===== src/rtl/fct_pkg.sv =====
// flow context table: shared types and constants
// used by fct_ctrl, fct_dp and flow_context_table_top
package fct_pkg;

  localparam logic [31:0] KEY_FREE = 32'hFFFF_FFFF;

  localparam logic [1:0] KIND_LOOKUP = 2'd0;
  localparam logic [1:0] KIND_STORE  = 2'd1;
  localparam logic [1:0] KIND_REMOVE = 2'd2;

  localparam logic [2:0] ST_HIT      = 3'd0;
  localparam logic [2:0] ST_MISS     = 3'd1;
  localparam logic [2:0] ST_PRESENT  = 3'd2;
  localparam logic [2:0] ST_INSERTED = 3'd3;
  localparam logic [2:0] ST_FULL     = 3'd4;
  localparam logic [2:0] ST_REMOVED  = 3'd5;

  typedef enum logic [1:0] {
    S_IDLE,
    S_SCAN,
    S_DRAIN,
    S_DONE
  } state_t;

  // mode layout: bit0 acked, bit1 segmented, bit2 handover, bits 4:3 tx type
  typedef logic [4:0] mode_t;

  typedef struct packed {
    logic load;
    logic issue;
    logic finish;
  } fct_cmd_t;

  typedef struct packed {
    logic last_issue;
  } fct_stat_t;

endpackage


===== src/rtl/fct_ctrl.sv =====
// flow context table: scan controller state machine
// depends on fct_pkg; drives fct_dp through fct_cmd_t
module fct_ctrl
  import fct_pkg::*;
(
  input  logic      clk,
  input  logic      rst,
  input  logic      start,
  input  fct_stat_t stat,
  output fct_cmd_t  cmd,
  output logic      busy
);

  state_t state;
  state_t state_next;

  always_ff @(posedge clk) begin
    if (rst) begin
      state <= S_IDLE;
    end else begin
      state <= state_next;
    end
  end

  always_comb begin
    state_next = state;
    case (state)
      S_IDLE: begin
        if (start) begin
          state_next = S_SCAN;
        end
      end
      S_SCAN: begin
        if (stat.last_issue) begin
          state_next = S_DRAIN;
        end
      end
      S_DRAIN: begin
        state_next = S_DONE;
      end
      S_DONE: begin
        state_next = S_IDLE;
      end
      default: begin
        state_next = S_IDLE;
      end
    endcase
  end

  always_comb begin
    cmd  = '0;
    busy = 1'b1;
    case (state)
      S_IDLE: begin
        busy     = 1'b0;
        cmd.load = start;
      end
      S_SCAN: begin
        cmd.issue = 1'b1;
      end
      S_DRAIN: begin
        cmd = '0;
      end
      S_DONE: begin
        cmd.finish = 1'b1;
      end
      default: begin
        cmd = '0;
      end
    endcase
  end

  a_load_scan: assert property (@(posedge clk) disable iff (rst)
    cmd.load |=> state == S_SCAN)
    else $error("accepted word did not start a scan");

  a_scan_drain: assert property (@(posedge clk) disable iff (rst)
    (state == S_SCAN && stat.last_issue) |=> state == S_DRAIN)
    else $error("scan did not end after last entry");

  a_drain_done: assert property (@(posedge clk) disable iff (rst)
    state == S_DRAIN |=> state == S_DONE)
    else $error("drain not followed by finish");

endmodule


===== src/rtl/fct_dp.sv =====
// flow context table: key/mode memory, valid bits, scan compare and result
// depends on fct_pkg; commanded by fct_ctrl
module fct_dp
  import fct_pkg::*;
#(
  parameter int TABLE_ENTRIES = 16
)(
  input  logic        clk,
  input  logic        rst,
  input  fct_cmd_t    cmd,
  output fct_stat_t   stat,
  input  logic [1:0]  kind,
  input  logic [31:0] flow_id,
  input  logic [31:0] dest_id,
  input  logic        acked_mode,
  input  logic        fraged_mode,
  input  logic        handover_flag,
  input  logic [1:0]  tx_type,
  output logic        done,
  output logic [2:0]  status,
  output logic [3:0]  slot_index,
  output logic        entry_acked,
  output logic        entry_fraged,
  output logic        entry_handover,
  output logic [1:0]  entry_tx_type,
  output logic        ordered_path,
  output logic [4:0]  removed_count
);

  localparam int IDX_W = (TABLE_ENTRIES > 1) ? $clog2(TABLE_ENTRIES) : 1;
  localparam int CNT_W = $clog2(TABLE_ENTRIES + 1);

  logic [31:0] flow_mem [TABLE_ENTRIES];
  logic [31:0] dest_mem [TABLE_ENTRIES];
  mode_t       mode_mem [TABLE_ENTRIES];
  logic [TABLE_ENTRIES-1:0] vld;

  logic [1:0]  req_kind;
  logic [31:0] req_flow;
  logic [31:0] req_dest;
  mode_t       req_mode;

  logic [IDX_W-1:0] rd_idx;
  logic             ev_en;
  logic [IDX_W-1:0] ev_idx;
  logic             ev_vld;
  logic [31:0]      ev_flow_raw;
  logic [31:0]      ev_dest_raw;
  mode_t            ev_mode_raw;

  logic             found;
  logic [IDX_W-1:0] match_idx;
  mode_t            match_mode;
  logic             free_found;
  logic [IDX_W-1:0] free_idx;
  logic [CNT_W-1:0] rm_count;

  logic [31:0] e_flow;
  logic [31:0] e_dest;
  mode_t       e_mode;
  logic        e_hit;
  logic        e_free;
  logic        e_rm;
  logic        wr_en;

  logic [2:0]       res_status;
  logic [IDX_W-1:0] res_idx;
  mode_t            res_mode;
  logic             res_report;
  logic             res_ordered;
  logic [IDX_W+3:0] res_idx_ext;
  logic [CNT_W+4:0] rm_count_ext;

  assign stat.last_issue = (rd_idx == IDX_W'(TABLE_ENTRIES - 1));

  // unwritten entries read as free keys and zero mode
  assign e_flow = ev_vld ? ev_flow_raw : KEY_FREE;
  assign e_dest = ev_vld ? ev_dest_raw : KEY_FREE;
  assign e_mode = ev_vld ? ev_mode_raw : '0;
  assign e_hit  = (e_flow == req_flow) && (e_dest == req_dest);
  assign e_free = (e_flow == KEY_FREE);
  assign e_rm   = (e_dest == req_dest) && ((req_flow == KEY_FREE) || (e_flow == req_flow));

  assign wr_en = cmd.finish && (req_kind == KIND_STORE) && !found && free_found;

  // memory: one read per scan cycle, one write at commit
  always_ff @(posedge clk) begin
    if (cmd.issue) begin
      ev_flow_raw <= flow_mem[rd_idx];
      ev_dest_raw <= dest_mem[rd_idx];
      ev_mode_raw <= mode_mem[rd_idx];
    end
    if (wr_en) begin
      flow_mem[free_idx] <= req_flow;
      dest_mem[free_idx] <= req_dest;
      mode_mem[free_idx] <= req_mode;
    end
  end

  always_ff @(posedge clk) begin
    if (rst) begin
      vld   <= '0;
      ev_en <= 1'b0;
    end else begin
      ev_en <= cmd.issue;
      if (ev_en && req_kind == KIND_REMOVE && e_rm) begin
        vld[ev_idx] <= 1'b0;
      end
      if (wr_en) begin
        vld[free_idx] <= 1'b1;
      end
    end
  end

  always_ff @(posedge clk) begin
    if (cmd.issue) begin
      ev_idx <= rd_idx;
      ev_vld <= vld[rd_idx];
      rd_idx <= rd_idx + IDX_W'(1);
    end
    if (cmd.load) begin
      req_kind   <= kind;
      req_flow   <= flow_id;
      req_dest   <= dest_id;
      req_mode   <= {tx_type, handover_flag, fraged_mode, acked_mode};
      rd_idx     <= '0;
      found      <= 1'b0;
      free_found <= 1'b0;
      rm_count   <= '0;
    end else if (ev_en) begin
      if (e_hit && !found) begin
        found      <= 1'b1;
        match_idx  <= ev_idx;
        match_mode <= e_mode;
      end
      if (e_free && !free_found) begin
        free_found <= 1'b1;
        free_idx   <= ev_idx;
      end
      if (req_kind == KIND_REMOVE && e_rm && !e_free) begin
        rm_count <= rm_count + CNT_W'(1);
      end
    end
  end

  always_comb begin
    res_status  = ST_MISS;
    res_idx     = match_idx;
    res_mode    = match_mode;
    res_report  = 1'b0;
    res_ordered = 1'b0;
    case (req_kind)
      KIND_STORE: begin
        if (found) begin
          res_status = ST_PRESENT;
          res_report = 1'b1;
        end else if (free_found) begin
          res_status = ST_INSERTED;
          res_idx    = free_idx;
          res_mode   = req_mode;
          res_report = 1'b1;
        end else begin
          res_status = ST_FULL;
        end
      end
      KIND_REMOVE: begin
        res_status = ST_REMOVED;
      end
      default: begin
        if (found) begin
          res_status  = ST_HIT;
          res_report  = 1'b1;
          res_ordered = match_mode[0] | match_mode[1];
        end
      end
    endcase
  end

  assign res_idx_ext  = {4'b0000, res_idx};
  assign rm_count_ext = {5'b00000, rm_count};

  always_ff @(posedge clk) begin
    if (rst) begin
      done <= 1'b0;
    end else begin
      done <= cmd.finish;
    end
  end

  always_ff @(posedge clk) begin
    if (cmd.finish) begin
      status         <= res_status;
      slot_index     <= res_report ? res_idx_ext[3:0] : 4'd0;
      entry_acked    <= res_report & res_mode[0];
      entry_fraged   <= res_report & res_mode[1];
      entry_handover <= res_report & res_mode[2];
      entry_tx_type  <= res_report ? res_mode[4:3] : 2'd0;
      ordered_path   <= res_ordered;
      removed_count  <= (req_kind == KIND_REMOVE) ? rm_count_ext[4:0] : 5'd0;
    end
  end

  a_count_bound: assert property (@(posedge clk) disable iff (rst)
    ev_en |-> rm_count <= CNT_W'(TABLE_ENTRIES))
    else $error("remove count beyond table size");

  a_finish_done: assert property (@(posedge clk) disable iff (rst)
    cmd.finish |=> done)
    else $error("finished word not strobed");

  a_insert_valid: assert property (@(posedge clk) disable iff (rst)
    wr_en |=> vld[$past(free_idx)])
    else $error("inserted entry not marked valid");

endmodule


===== src/rtl/flow_context_table_top.sv =====
// flow context table: top level joining controller and datapath
// depends on fct_pkg, fct_ctrl, fct_dp
//
// A word is taken at a clock edge with start high and busy low. Each word
// scans the whole table, one memory read per cycle, before its result
// appears; done is high for a single cycle with the result, which cannot be
// held off, so capture it when done is high. The result stays on the output
// ports until the next result replaces it. Busy falls in the same cycle that
// done rises, so the next word may be started while the previous result is
// shown; a new word is not taken while one is still being scanned. Reset
// marks every entry free at once; no clearing pass is needed.
module flow_context_table_top
  import fct_pkg::*;
#(
  parameter int TABLE_ENTRIES = 16
)(
  input  logic        clk,
  input  logic        rst,
  input  logic        start,
  output logic        busy,
  input  logic [1:0]  kind,
  input  logic [31:0] flow_id,
  input  logic [31:0] dest_id,
  input  logic        acked_mode,
  input  logic        fraged_mode,
  input  logic        handover_flag,
  input  logic [1:0]  tx_type,
  output logic        done,
  output logic [2:0]  status,
  output logic [3:0]  slot_index,
  output logic        entry_acked,
  output logic        entry_fraged,
  output logic        entry_handover,
  output logic [1:0]  entry_tx_type,
  output logic        ordered_path,
  output logic [4:0]  removed_count
);

  fct_cmd_t  cmd;
  fct_stat_t stat;

  fct_ctrl u_ctrl (
    .clk   (clk),
    .rst   (rst),
    .start (start),
    .stat  (stat),
    .cmd   (cmd),
    .busy  (busy)
  );

  fct_dp #(
    .TABLE_ENTRIES (TABLE_ENTRIES)
  ) u_dp (
    .clk            (clk),
    .rst            (rst),
    .cmd            (cmd),
    .stat           (stat),
    .kind           (kind),
    .flow_id        (flow_id),
    .dest_id        (dest_id),
    .acked_mode     (acked_mode),
    .fraged_mode    (fraged_mode),
    .handover_flag  (handover_flag),
    .tx_type        (tx_type),
    .done           (done),
    .status         (status),
    .slot_index     (slot_index),
    .entry_acked    (entry_acked),
    .entry_fraged   (entry_fraged),
    .entry_handover (entry_handover),
    .entry_tx_type  (entry_tx_type),
    .ordered_path   (ordered_path),
    .removed_count  (removed_count)
  );

endmodule


===== config.mk =====
export PLATFORM = sky130hd
export DESIGN_NAME = flow_context_table_top
export DESIGN_NICKNAME = d
export VERILOG_FILES = /design/src/rtl/fct_pkg.sv /design/src/rtl/fct_ctrl.sv /design/src/rtl/fct_dp.sv /design/src/rtl/flow_context_table_top.sv
export SDC_FILE = /design/constraint.sdc
export NUM_CORES = 1
export LEC_CHECK = 0
export BUFFER_PORTS_ARGS = -buffer_cell sky130_fd_sc_hd__buf_4
export CORE_MARGIN = 4
export CORE_UTILIZATION = 60
export CTS_CLUSTER_SIZE = 30
export DETAILED_ROUTE_END_ITERATION = 10
export PLACE_DENSITY = 0.77
export SLEW_MARGIN = 20
export SYNTH_ARGS = -nofsm -noshare
export SYNTH_HDL_FRONTEND = slang
export SYNTH_SLANG_ARGS = --single-unit

===== constraint.sdc =====
create_clock -name clk -period 15.1 [get_ports clk]
set_input_delay 3.02 -clock clk [delete_from_list [all_inputs] [get_ports clk]]
set_output_delay 3.02 -clock clk [all_outputs]
set_load 0.03 [all_outputs]

==> results of run 1 <==
-- metrics by stage --
| stage | hold WS [ns] | instances |
|---|---|---|
| after floorplan | 0.4064 | 2221 |
| after global placement | 0.4611 | 3328 |
| final | 0.5072 | 3564 |
| after CTS | 0.5017 | 3563 |
| after global routing | 0.5348 | 3564 |
| after detailed placement | 0.4828 | 3329 |
-- worst max-delay path, delay by kind of cell, from the launching register on --
family / cells / cell delay, ns
DFF: 1 / 0.42
buffers and inverters: 3 / 0.36
adders and majority gates: 1 / 0.23
-- worst max path at each step --
stage | startpoint | to | slack (ns) | cells past startpoint
2_1_floorplan | u_dp.req_kind[1] | u_dp.dest_mem[10][0] | 7.89 | 7
3_3_place_gp | start | u_dp.req_flow[25] | 10.16 | 4
3_5_place_dp | start | u_dp.match_mode[2] | 10.07 | 4
4_1_cts | u_ctrl.state[0] | busy | 10.33 | 4
5_1_grt | u_ctrl.state[0] | busy | 10.30 | 4
6_report | u_ctrl.state[0] | busy | 10.36 | 4
-- logic make-up (layout without fill, tap and decap cells) --
| logic type | after synthesis | count (layout) | share of synthesized area (%) |
|---|---|---|---|
| DFF | 1311 | 1311 | 77.89 |
| muxes | 352 | 352 | 15.76 |
| buffers and inverters | 110 | 383 | 0.8558 |
| xor gates and xnor gates | 35 | 35 | 0.6113 |
| adders and majority gates | 9 | 9 | 0.2246 |
| and+or+nand+nor | 264 | 264 | 2.899 |
| AOI/OAI and AO/OA | 140 | 140 | 1.762 |
-- flip-flops by register name (all words and copies together), names as in the netlist, 16 cells and up --
name	cells
u_dp.dest_mem	512
u_dp.ev_dest_raw	32
u_dp.ev_flow_raw	32
u_dp.flow_mem	512
u_dp.mode_mem	80
u_dp.req_dest	32
u_dp.req_flow	32
u_dp.vld	16
-- layout by cell type (no fill, tap or decap), types with 8 or more instances in the layout --
cell type,instances
edfxtp_1,1280
mux4_2,350
clkbuf_16,134
buf_4,134
nand2_1,89
a21oi_1,56
nor2_1,33
xor2_1,33
dfxtp_1,27
clkbuf_1,25
clkinv_1,24
a31oi_1,22
nor4_1,20
clkinv_2,19
o21bai_1,16
nand3b_1,12
o31ai_1,12
bufinv_16,12
and2_1,11
nand4_1,10
o21ai_0,9
nor2_4,9
nand4b_1,9
inv_1,8
o41ai_1,8
nor3_1,8
nand4bb_1,8
ha_1,8
-- area by class of cell --
cell class                 instances  area share, %
inverter                          10        0.07082
multi-input combinational        800          19.08
tap                             1070          2.368
clock buffer                     159          6.097
sequential                      1311          69.11
clock inverter                    75          1.328
timing repair buffer             139          1.952
-- report_power, final --
part           total, mW  switching [mW]  internal, mW
Combinational       1.52           0.750         0.772
Sequential          4.73           0.360          4.37
Clock               3.19            1.35          1.84
-- layer usage --
| layer | GRT usage [%] | vias up | routed length [um] |
|---|---|---|---|
| met1 | 35.69 | 12870 | 42660 |
| met2 | 44.87 | 1423 | 59910 |
| met4 | 9.555 | 2 | 4030 |
| met3 | 4.467 | 284 | 9340 |
| met5 | 0 | - | 20 |
| li1 | - | 9788 | - |
==> reports/qor.csv, run 1 <==
stage,metric,value,unit
sta,Final Setup Violations,0,
sta,min Tclk post-route,4.743,ns
clock_network,Worst-path clk slew,0.06,ns
final_layout,Final Net Count,2475,
worst_hold_path,Hold Path Class,flip-flop to flip-flop,
yosys,Synth async-reset ratio,0,%
sta,Max-slew headroom,24.16,%
final_layout,Filler Cell Count,4828,
job,max_cap viols,0,
worst_hold_path,Min-Delay Path Depth,2,
worst_setup_path,CP cell instances,inv_1 -> ha_1 -> inv_1 -> buf_4,
yosys,"area leader, netlist",edfxtp_1,
clock_network,CTS resizes,0,
clock_network,Max clock buf depth,3,
final_layout,layout overhead on the synthesized area,12.75,%
clock_network,total CTS buffers,130,
floorplan,Die Wd,297.1,um
detailed_routing,total number of vias,24370,
yosys,Cells after Synth,2221,
placement,placed cell area,0.05229,mm^2
floorplan,std cell rows,105,
worst_setup_path,Reg2Reg Depth,8,
floorplan,core area,0.08250,mm^2
worst_setup_path,reg2reg start,u_dp.ev_vld,
yosys,"Top FF cell, synth",edfxtp_1,
yosys,Syn Area/Cell,22.58,um^2
detailed_routing,initial DRC count,3363,
yosys,"EDFF count, synth",1280,
yosys,ranking of synthesized cells by area,"edfxtp_1, mux4_2, dfxtp_1, nand2_1, xor2_1",
power_and_ir_drop,Max VDD drop,0.1442,mV
detailed_routing,DRC errors left,0,
final_layout,"Core Util, Final",68.53,%
power_and_ir_drop,Overall Power,9.441,mW
floorplan,die area,0.08827,mm^2
yosys,synth cell count leaders,"edfxtp_1, mux4_2, nand2_1, clkbuf_1, a21oi_1",
global_route,largest net degree at the start of global routing,93,
final_layout,Antenna Cells,0,
yosys,most common cell in the netlist,edfxtp_1,
run_status,status,finished clean,
global_route,GRT overflow,0,
sta,Fin. Hold Viols,0,
floorplan,Die Ht,297.1,um
clock_network,Post-CTS Hold Buffers,0,
global_route,total track usage,26.57,%
worst_setup_path,max incr delay on CP,0.42,ns
yosys,Yosys cell types,48,
worst_setup_path,reg2reg setup slack,10.98,ns
worst_setup_path,Critical Path Source Type,flip-flop,
clock_network,H-tree levels,4,
worst_hold_path,min-delay src,u_dp.rm_count[2],
global_route,vias in the first global route,25410,
worst_setup_path,worst-path fanout max,4,
sta,fin. max-slew vios,0,
clock_network,CTS Sinks,1311,
final_layout,Final Instance Area,0.05654,mm^2
floorplan,Ports,94,
clock_network,CTS tree,done,
final_layout,FF+latch area,0.03907,mm^2
yosys,number of synthesized register bits,1311,
yosys,Syn Nets,2304,
placement,port bufs,93,
detailed_routing,Post-Route WL,116000,um
worst_setup_path,Critical Path End Type,primary output,
worst_hold_path,WHS Endpoint,u_dp.rm_count[2],
floorplan,Starting Density,60.78,%
detailed_routing,remaining antenna violation count,0,
yosys,post-synth top area share,76.65,%
yosys,post-synthesis sequential area ratio,77.89,%
worst_setup_path,Slowest cell on crit path,dfxtp_1,
sta,Least-Margin Pin Slew,1.138,ns
global_route,first-pass GRT wire length,171100,um
worst_setup_path,R2R Path End,u_dp.match_mode[2],
worst_setup_path,"most used cell, CP",inv_1,
detailed_routing,DR WL/cell,32.54,um
final_layout,layout cell share with drive strength beyond 1,28.43,%
clock_network,CTS root buf,clkbuf_16,
detailed_routing,drt first pass iters,6,
sta,setup tns final,0,ns
clock_network,Post-CTS Setup Inserts,0,
sta,Final Worst Setup Slack,10.36,ns
global_route,initial antenna violation count,1,
clock_network,Worst-Skew Late Latency,0.72,ns
worst_setup_path,critical path class,flip-flop to primary output,
sta,Max Clk Rate,0.2108,GHz
placement,HPWL after DPL,56060,um
sta,Final Cycle Share,31.41,%
yosys,Synth warnings,0,
placement,pre-CTS WS,10.07,ns
sta,Setup Skew,0.02704,ns
final_layout,area of the multi-input gates,0.01079,mm^2
placement,GPL Wtd Cong,0.7753,
worst_setup_path,Worst Path Required,12.08,ns
power_and_ir_drop,Pwr Density,167.0,mW/mm^2
power_and_ir_drop,total leakage power,17.50,nW
detailed_routing,via density per instance,6.837,
sta,RSZ-0062 raised after global routing,false,
worst_setup_path,critical path arrival,1.72,ns
yosys,synthesized area,0.05015,mm^2
No activity file was read; power rests on OpenSTA's default activity.
==> inputs of run 2 (changes only) <==
==> constraint.sdc (replaced) <==
create_clock -name clk -period 4.6 [get_ports clk]
set_input_delay 0.92 -clock clk [delete_from_list [all_inputs] [get_ports clk]]
set_output_delay 0.92 -clock clk [all_outputs]
set_load 0.03 [all_outputs]
==> run 2 against run 1 <==
Clock skew decreased by 0.0047 ns; sequential share of layout area decreased by 0.13 points; worst hold slack got worse by 0.11 ns; wire length increased by 0.78%; count of clock-buffer cells in the layout decreased by 17; combinational power increased to 3.4 times the previous value; non-clock buffer count increased by 10; final cell count about the same; via count increased by 1.2%.
==> reports/qor.csv, run 2 (synthesis results as in run 1) <==
stage,metric,value,unit,change
worst_hold_path,min-delay src,flow_id[3],,
global_route,total track usage,26.67,%,+0.10 points
final_layout,layout overhead on the synthesized area,12.96,%,
power_and_ir_drop,total leakage power,17.50,nW,about the same
final_layout,Final Net Count,2473,,-0.081%
worst_setup_path,critical path arrival,4.21,ns,+2.49 ns
worst_setup_path,Critical Path End Type,flip-flop,,
worst_setup_path,Setup crit start,u_dp.ev_vld,,
clock_network,CTS root buf,clkbuf_16,,
final_layout,most frequent cells in the layout,"edfxtp_1, mux4_2, buf_4",,
sta,Final Worst Setup Slack,0.7859,ns,-9.571 ns
sta,Least-Margin Pin Slew,1.073,ns,-0.06455 ns
worst_setup_path,critical path class,flip-flop to flip-flop,,
sta,Final Cycle Share,82.91,%,
final_layout,Regs by FF count,"u_dp.dest_mem (512), u_dp.flow_mem (512), u_dp.mode_mem (80)",,
clock_network,Post-CTS Hold Buffers,0,,unchanged
sta,RSZ-0062 raised after global routing,false,,
placement,port bufs,93,,unchanged
placement,HPWL after DPL,56670,um,+1.1%
clock_network,CTS tree,done,,
floorplan,core area,0.08250,mm^2,unchanged
placement,GPL Wtd Cong,0.8782,,+13%
placement,pre-CTS WS,0.8995,ns,-9.173 ns
final_layout,"Core Util, Final",68.66,%,+0.13 points
clock_network,Worst-path clk slew,0.07,ns,about the same
sta,Final Setup Violations,0,,unchanged
worst_hold_path,Hold Path Class,primary input to flip-flop,,
floorplan,Die Wd,297.1,um,unchanged
clock_network,Worst-Skew Late Latency,0.70,ns,-0.02 ns
detailed_routing,initial DRC count,3779,,+12%
detailed_routing,drt first pass iters,7,,+1
sta,Setup Skew,0.02235,ns,-0.004681 ns
clock_network,CTS resizes,0,,unchanged
floorplan,Die Ht,297.1,um,unchanged
detailed_routing,DR WL/cell,32.78,um,+0.76%
run_status,status,finished clean,,
sta,Max Clk Rate,0.2622,GHz,
final_layout,layout cell share with drive strength beyond 1,28.52,%,+0.092 points
sta,Max-slew headroom,28.46,%,+4.3 points
sta,Fin. Hold Viols,0,,unchanged
worst_setup_path,Worst Path Required,4.99,ns,-7.09 ns
floorplan,die area,0.08827,mm^2,unchanged
detailed_routing,Post-Route WL,116900,um,+0.78%
detailed_routing,total number of vias,24650,,+1.2%
sta,fin. max-slew vios,0,,unchanged
worst_setup_path,Critical Path Source Type,flip-flop,,
global_route,largest net degree at the start of global routing,72,,-23%
sta,worst hold slack,0.3980,ns,-0.1092 ns
sta,min Tclk post-route,3.814,ns,
global_route,first-pass GRT wire length,172600,um,+0.84%
floorplan,std cell rows,105,,unchanged
detailed_routing,via density per instance,6.915,,+1.1%
worst_setup_path,reg2reg start,u_dp.ev_vld,,
power_and_ir_drop,Overall Power,30.72,mW,+230%
global_route,initial antenna violation count,0,,-1
power_and_ir_drop,Pwr Density,542.3,mW/mm^2,+220%
worst_setup_path,Reg2Reg Depth,8,,unchanged
global_route,GRT overflow,0,,unchanged
floorplan,Starting Density,60.78,%,unchanged
clock_network,Max clock buf depth,3,,unchanged
detailed_routing,DRC errors left,0,,unchanged
final_layout,"commonest non-fill, non-tap cell in the layout",edfxtp_1,,
clock_network,Post-CTS Setup Inserts,0,,unchanged
clock_network,H-tree levels,3,,-1
global_route,vias in the first global route,25330,,-0.31%
job,max_cap viols,0,,unchanged
floorplan,Ports,94,,unchanged
detailed_routing,remaining antenna violation count,0,,unchanged
worst_setup_path,worst-path fanout max,30,,+26
final_layout,Filler Cell Count,4826,,-0.041%
clock_network,CTS Sinks,1311,,unchanged
clock_network,total CTS buffers,118,,-9.2%
power_and_ir_drop,Max VDD drop,0.3993,mV,+180%
worst_hold_path,Min-Delay Path Depth,1,,-1
-- run 2: changes by cell type in the layout (fill, tap and decap cells not counted), sizes merged --
cell,change
diode,+2
clkinvlp,+6
inv,-5
clkbuf,-17
buf,+10
bufinv,+5
-- run 2: through the flow --
stage | setup TNS, ns | std cells | area, um^2
2_1_floorplan | -172.35 | 2221 | 50180
3_3_place_gp | 0 | 3340 | 52660
3_5_place_dp | 0 | 3340 | 52660
4_1_cts | 0 | 3563 | 56640
5_1_grt | 0 | 3563 | 56640
6_report | 0 | 3565 | 56640
-- run 2: routing by layer --
metal | global-route usage, % | vias to the layer above | routed length (um)
met5 | 0 | - | 0
met4 | 6.958 | 0 | 3244
met3 | 4.102 | 262 | 10230
met2 | 45.18 | 1572 | 60220
met1 | 37.17 | 13030 | 43170
li1 | - | 9789 | -
-- run 2: cell type report --
class                           count  area [um^2]  area share, %
Antenna cell                        2        5.005       0.008835
Clock buffer                      142         3074          5.427
Clock inverter                     81        902.1          1.593
Inverter                           10        40.04        0.07068
Multi-Input combinational cell    800        10820          19.10
Sequential cell                  1311        39070          68.98
Tap cell                         1070         1339          2.363
Timing Repair Buffer              149         1394          2.461
-- run 2: final timing paths --
path,end,slack (ns)
worst max-delay path,u_dp.match_mode[4],0.79
worst min register to register,u_dp.rm_count[2],0.48
worst min-delay path,u_dp.req_flow[3],0.40
worst max register to register,u_dp.match_mode[4],0.79
-- run 2: critical path, stage by stage (launching register included) --
cell and delay, ns:
edfxtp_1 0.65, inv_2 0.43, o41ai_1 0.49, a31oi_1 0.11
nor4_2 0.39, nand4b_1 0.48, or3_1 0.58, nor3_1 0.16
buf_4 0.21
-- run 2: power breakdown --
part	switching, mW	internal, mW
logic	2.50	2.60
registers	1.21	14.3
clock network	4.32	5.74
total	8.04	22.7
